$ cat src/rtl/qvr_pkg.sv
`timescale 1ns / 1ps
// ----------------------------------------------------------------------------
// qvr_pkg
// Shared widths, constants and payload types for the quaternion vector rotator
// ----------------------------------------------------------------------------
package qvr_pkg;

    localparam int QW   = 16;           // quaternion component width
    localparam int VW   = 24;           // input component width
    localparam int OW   = 25;           // output component width
    localparam int QPW  = 2 * QW + 1;   // doubled quaternion product width
    localparam int MW   = QPW + 1;      // matrix entry width
    localparam int PW   = MW + VW;      // entry times component width
    localparam int AW   = PW + 1;       // row sum width
    localparam int FRAC = 2 * (QW - 2); // matrix fraction bits
    localparam int SW   = AW - FRAC;    // width after dropping the fraction

    localparam logic signed [MW-1:0] MAT_ONE  = MW'(64'sd1 << FRAC);
    localparam logic signed [AW-1:0] RND_HALF = AW'(64'sd1 << (FRAC - 1));
    localparam logic signed [SW-1:0] OUT_MAX  = SW'((64'sd1 << (OW - 1)) - 64'sd1);
    localparam logic signed [SW-1:0] OUT_MIN  = SW'(-(64'sd1 << (OW - 1)));

    localparam logic [QW-1:0] QUAT_W_RESET = QW'(16384);

    typedef enum logic [1:0] {
        REG_QUAT_W = 2'd0,
        REG_QUAT_X = 2'd1,
        REG_QUAT_Y = 2'd2,
        REG_QUAT_Z = 2'd3
    } reg_index_t;

    typedef struct packed {
        logic [QW-1:0] w;
        logic [QW-1:0] x;
        logic [QW-1:0] y;
        logic [QW-1:0] z;
    } quat_t;

    // component 0 is x
    typedef struct packed {
        logic [2:0][VW-1:0] c;
    } vec_t;

    // row-major, entry 3*row+col
    typedef struct packed {
        logic [8:0][MW-1:0] m;
    } mat_t;

    typedef struct packed {
        logic [2:0][OW-1:0] rot;
        logic               clipped;
    } res_t;

endpackage

$ cat src/rtl/qvr_round.sv
`timescale 1ns / 1ps
// ----------------------------------------------------------------------------
// qvr_round
// Output stage: drop fraction, saturate to the output width, flag clipping
// ----------------------------------------------------------------------------
module qvr_round (
    input  logic                        aclk,
    input  logic                        aresetn,
    input  logic                        in_valid,
    output logic                        in_ready,
    input  logic [2:0][qvr_pkg::AW-1:0] in_acc,
    output logic                        out_valid,
    input  logic                        out_ready,
    output qvr_pkg::res_t               out_res
);

    logic signed [qvr_pkg::SW-1:0] sh;
    qvr_pkg::res_t                 res_next, res_reg;
    logic                          v_reg;
    logic                          en;

    assign en        = !v_reg || out_ready;
    assign in_ready  = en;
    assign out_valid = v_reg;
    assign out_res   = res_reg;

    always_comb begin
        sh               = '0;
        res_next.clipped = 1'b0;
        for (int i = 0; i < 3; i++) begin
            sh = $signed(in_acc[i][qvr_pkg::AW-1:qvr_pkg::FRAC]);
            if (sh > qvr_pkg::OUT_MAX) begin
                res_next.rot[i]  = qvr_pkg::OUT_MAX[qvr_pkg::OW-1:0];
                res_next.clipped = 1'b1;
            end else if (sh < qvr_pkg::OUT_MIN) begin
                res_next.rot[i]  = qvr_pkg::OUT_MIN[qvr_pkg::OW-1:0];
                res_next.clipped = 1'b1;
            end else begin
                res_next.rot[i]  = sh[qvr_pkg::OW-1:0];
            end
        end
    end

    always_ff @(posedge aclk) begin
        if (!aresetn) begin
            v_reg <= 1'b0;
        end else if (en) begin
            v_reg <= in_valid;
        end
    end

    always_ff @(posedge aclk) begin
        if (en) res_reg <= res_next;
    end

endmodule

$ cat config.mk
export PLATFORM = sky130hd
export DESIGN_NAME = qvr_round
export DESIGN_NICKNAME = d
export VERILOG_FILES = /design/src/rtl/qvr_pkg.sv /design/src/rtl/qvr_round.sv
export SDC_FILE = /design/constraint.sdc
export NUM_CORES = 1
export LEC_CHECK = 0
export BUFFER_PORTS_ARGS = -buffer_cell sky130_fd_sc_hd__buf_4
export CAP_MARGIN = 10
export CORE_AREA = 2 2 101 103
export CTS_BUF_LIST = sky130_fd_sc_hd__clkbuf_16
export CTS_CLUSTER_DIAMETER = 100
export DETAILED_ROUTE_END_ITERATION = 10
export DIE_AREA = 0 0 103 105
export HOLD_SLACK_MARGIN = 0.05
export PLACE_DENSITY = 0.81
export RECOVER_POWER = 50
export SLEW_MARGIN = 5
export SYNTH_ARGS = -nofsm -noshare
export SYNTH_HDL_FRONTEND = slang
export SYNTH_SLANG_ARGS = --single-unit
$ cat constraint.sdc
create_clock -name aclk -period 9.5 [get_ports aclk]
set_input_delay 1.9 -clock aclk [delete_from_list [all_inputs] [get_ports aclk]]
set_output_delay 1.9 -clock aclk [all_outputs]
set_load 0.005 [all_outputs]
==> impl_metrics.tcl <==
set metrics [dict create \
    status "complete, but fails checks" \
    violations "capacitance limit, slew limit" \
    postCtsSetupBuffers 0 \
    cts_sinks 77 \
    drt_iter0_markers 68 \
    switchingPower_uw 184.5 \
    reg2reg_to "out_valid" \
    num_rows 36 \
    r2r_cells 2 \
    hold_viol_final 0 \
    nets 549 \
    clk_latency_ns 0.33 \
    antenna_found_initial 0 \
    hold_buffers 0 \
    drc_errors 0 \
    total_power_uw 854.4 \
    cellLeakagePower_uw 0.002021 \
    slew_headroom_pct -139.4 \
    multi_input_area_um2 748.2 \
    numCtsBuffers 9 \
    synth_top_cell_area_share_pct 72.41 \
    yosysWarnings 0 \
    grt_max_degree 79 \
    syn_area_um2 3152 \
    grt-ovfl-total 0 \
    cts_resized 0 \
    nFillCells 878 \
    drt_pass1_iterations 4 \
    min_delay_path_depth 3 \
    syn2layout_area_growth_pct 50.18 \
    hp-start "in_valid" \
    final_layout_size_suffix_gt1_share_pct 50.13 \
    seqCellArea_um2 2302 \
    die-area_um2 10820 \
    hp-class "in2reg" \
    r2r-start "out_valid" \
    p_sw_share_pct 21.59 \
    wl_per_cell_um 15.81 \
    ff2ff_setup_slack_ns 6.11 \
    startpoint "out_ready" \
    synth-seq-area-share_pct 73.04 \
    fin_crit_ns 6.847 \
    ys_ff_latch 77 \
    grt_setup_unrepaired "false" \
    powerDensity_nw_per_um2 180.5 \
    grt_pass1_vias 2453 \
    crit_path_max_fanout 78 \
    cp-start-kind "primary input" \
    clkTransAtPathRegs_ns 0.06 \
    tightest_slew_ns 3.591 \
    mostFrequentLayoutCells "buf_4, edfxtp_1, clkbuf_4, clkbuf_1" \
    gp_congestion 0.7420 \
    die_x_um 103 \
    finalCritPeriodShare_pct 72.07 \
    coreArea_um2 9639 \
    ir_drop_mv 0.08745 \
    cts_tree "done" \
    syn_avg_cell_area_um2 16.33 \
    clock_path_buffers 2 \
    fmax_mhz 146.0 \
    syn_inst 193 \
    final_common_cell "buf_4" \
    critPathKind "in2out" \
    tns_ns 0 \
    skew_ns 0.005681 \
    viasPerCell 4.567 \
    yosysTopAreaCell "edfxtp_1" \
    crit_required_ns 7.60 \
    combPwrFrac_pct 12.5 \
    final_max_slew_viol_count 79 \
    p_int_uw 670.0 \
    whs_endpoint "out_valid" \
    crit_path_end_kind "primary output" \
    maxCapViolCount 1 \
    htreeDepth 3 \
    yosys-top-cells-area "edfxtp_1, a21o_2, a21o_1" \
    totalWireLength_um 8002 \
    p_clk_share_pct 39.1 \
    setup_viol 0 \
    diodes 0 \
    start_util_pct 32.70 \
    hpwl_um 5812 \
    critPathArrivalTime_ns 4.95 \
    grt_pass1_wl_um 11890 \
    synth_nets 374 \
    port_buffers 174 \
    ant_nets 0 \
    die_height_um 105 \
    grt_usage_pct 14.53 \
    yosys.cell_types.count 23 \
    via_count 2311 \
    io_pins 259 \
    seqPwrFrac_pct 48.4 \
    clockRootBuffer "clkbuf_16" \
]
## worst max path at each step
| stage | slack, ns | end | cells past startpoint |
|---|---|---|---|
| 4_1_cts | 4.54 | in_ready | 3 |
| 3_5_place_dp | 4.54 | in_ready | 3 |
| 6_report | 2.65 | in_ready | 3 |
| 2_1_floorplan | 3.80 | in_ready | 1 |
| 3_3_place_gp | 4.58 | in_ready | 3 |
| 5_1_grt | 2.36 | in_ready | 3 |
## registers in the layout (all words and copies together) (netlist names)
name       cells
out_res       76
out_valid      1
## Yosys cell counts, drive strengths merged
library cell	count
nand3	2
inv	1
buf	5
a21o	48
a21boi	1
a31oi	1
or4	2
nor2	7
mux2	1
clkbuf	10
nand2b	1
o21a	24
nand2	3
nor3	2
mux2i	2
and4	1
or3	1
o21ai	2
edfxtp	76
nand4	2
dfxtp	1
## final cells by class
class	count	area share (%)
clock buffers	9	4.758
clock inverters	7	1.427
well taps	133	3.516
repair buffers	179	25.77
flip-flops and latches	77	48.64
inverters	1	0.07930
multi-input cells	100	15.81
## cell families after synthesis
kind of cell	count (synthesis)	synth area share [%]
and+or+nand+nor	21	3.692
muxes	3	0.9925
DFF	77	73.04
buffers and inverters	16	3.414
AOI/OAI and AO/OA	76	18.86
## power groups by stage
stage               Clock [µW]  Combinational, µW  Sequential (µW)
global placement             0                115              420
detailed placement           0                118              420
floorplan                    0               33.9              424
CTS                        342                118              414
global route               355                117              416
finish                     334                107              413
## per-layer routing
layer  part of all wire (%)  up-vias  track usage [%]
met4                    2.1        0            7.237
li1                       -     1095                -
met3                     12       16            5.619
met1                     40     1061            16.57
met5                      0        -                0
met2                     47      139            23.42
## critical path, cell delays in order
cell,delay (ns)
clkbuf_4,0.10
nand2b_1,2.55
buf_4,0.39
## through the flow
step,util (%),cells,setup WS [ns],hold slack (ns),area [µm²]
6_report,49.10,506,2.653,1.830,4733
5_1_grt,49.10,506,2.356,1.831,4733
4_1_cts,50.39,505,4.540,1.347,4857
3_5_place_dp,47.35,489,4.540,1.330,4564
3_3_place_gp,47.35,489,4.577,1.284,4564
2_1_floorplan,-,193,3.795,2.039,3152
(Power assumes the default switching activity.)
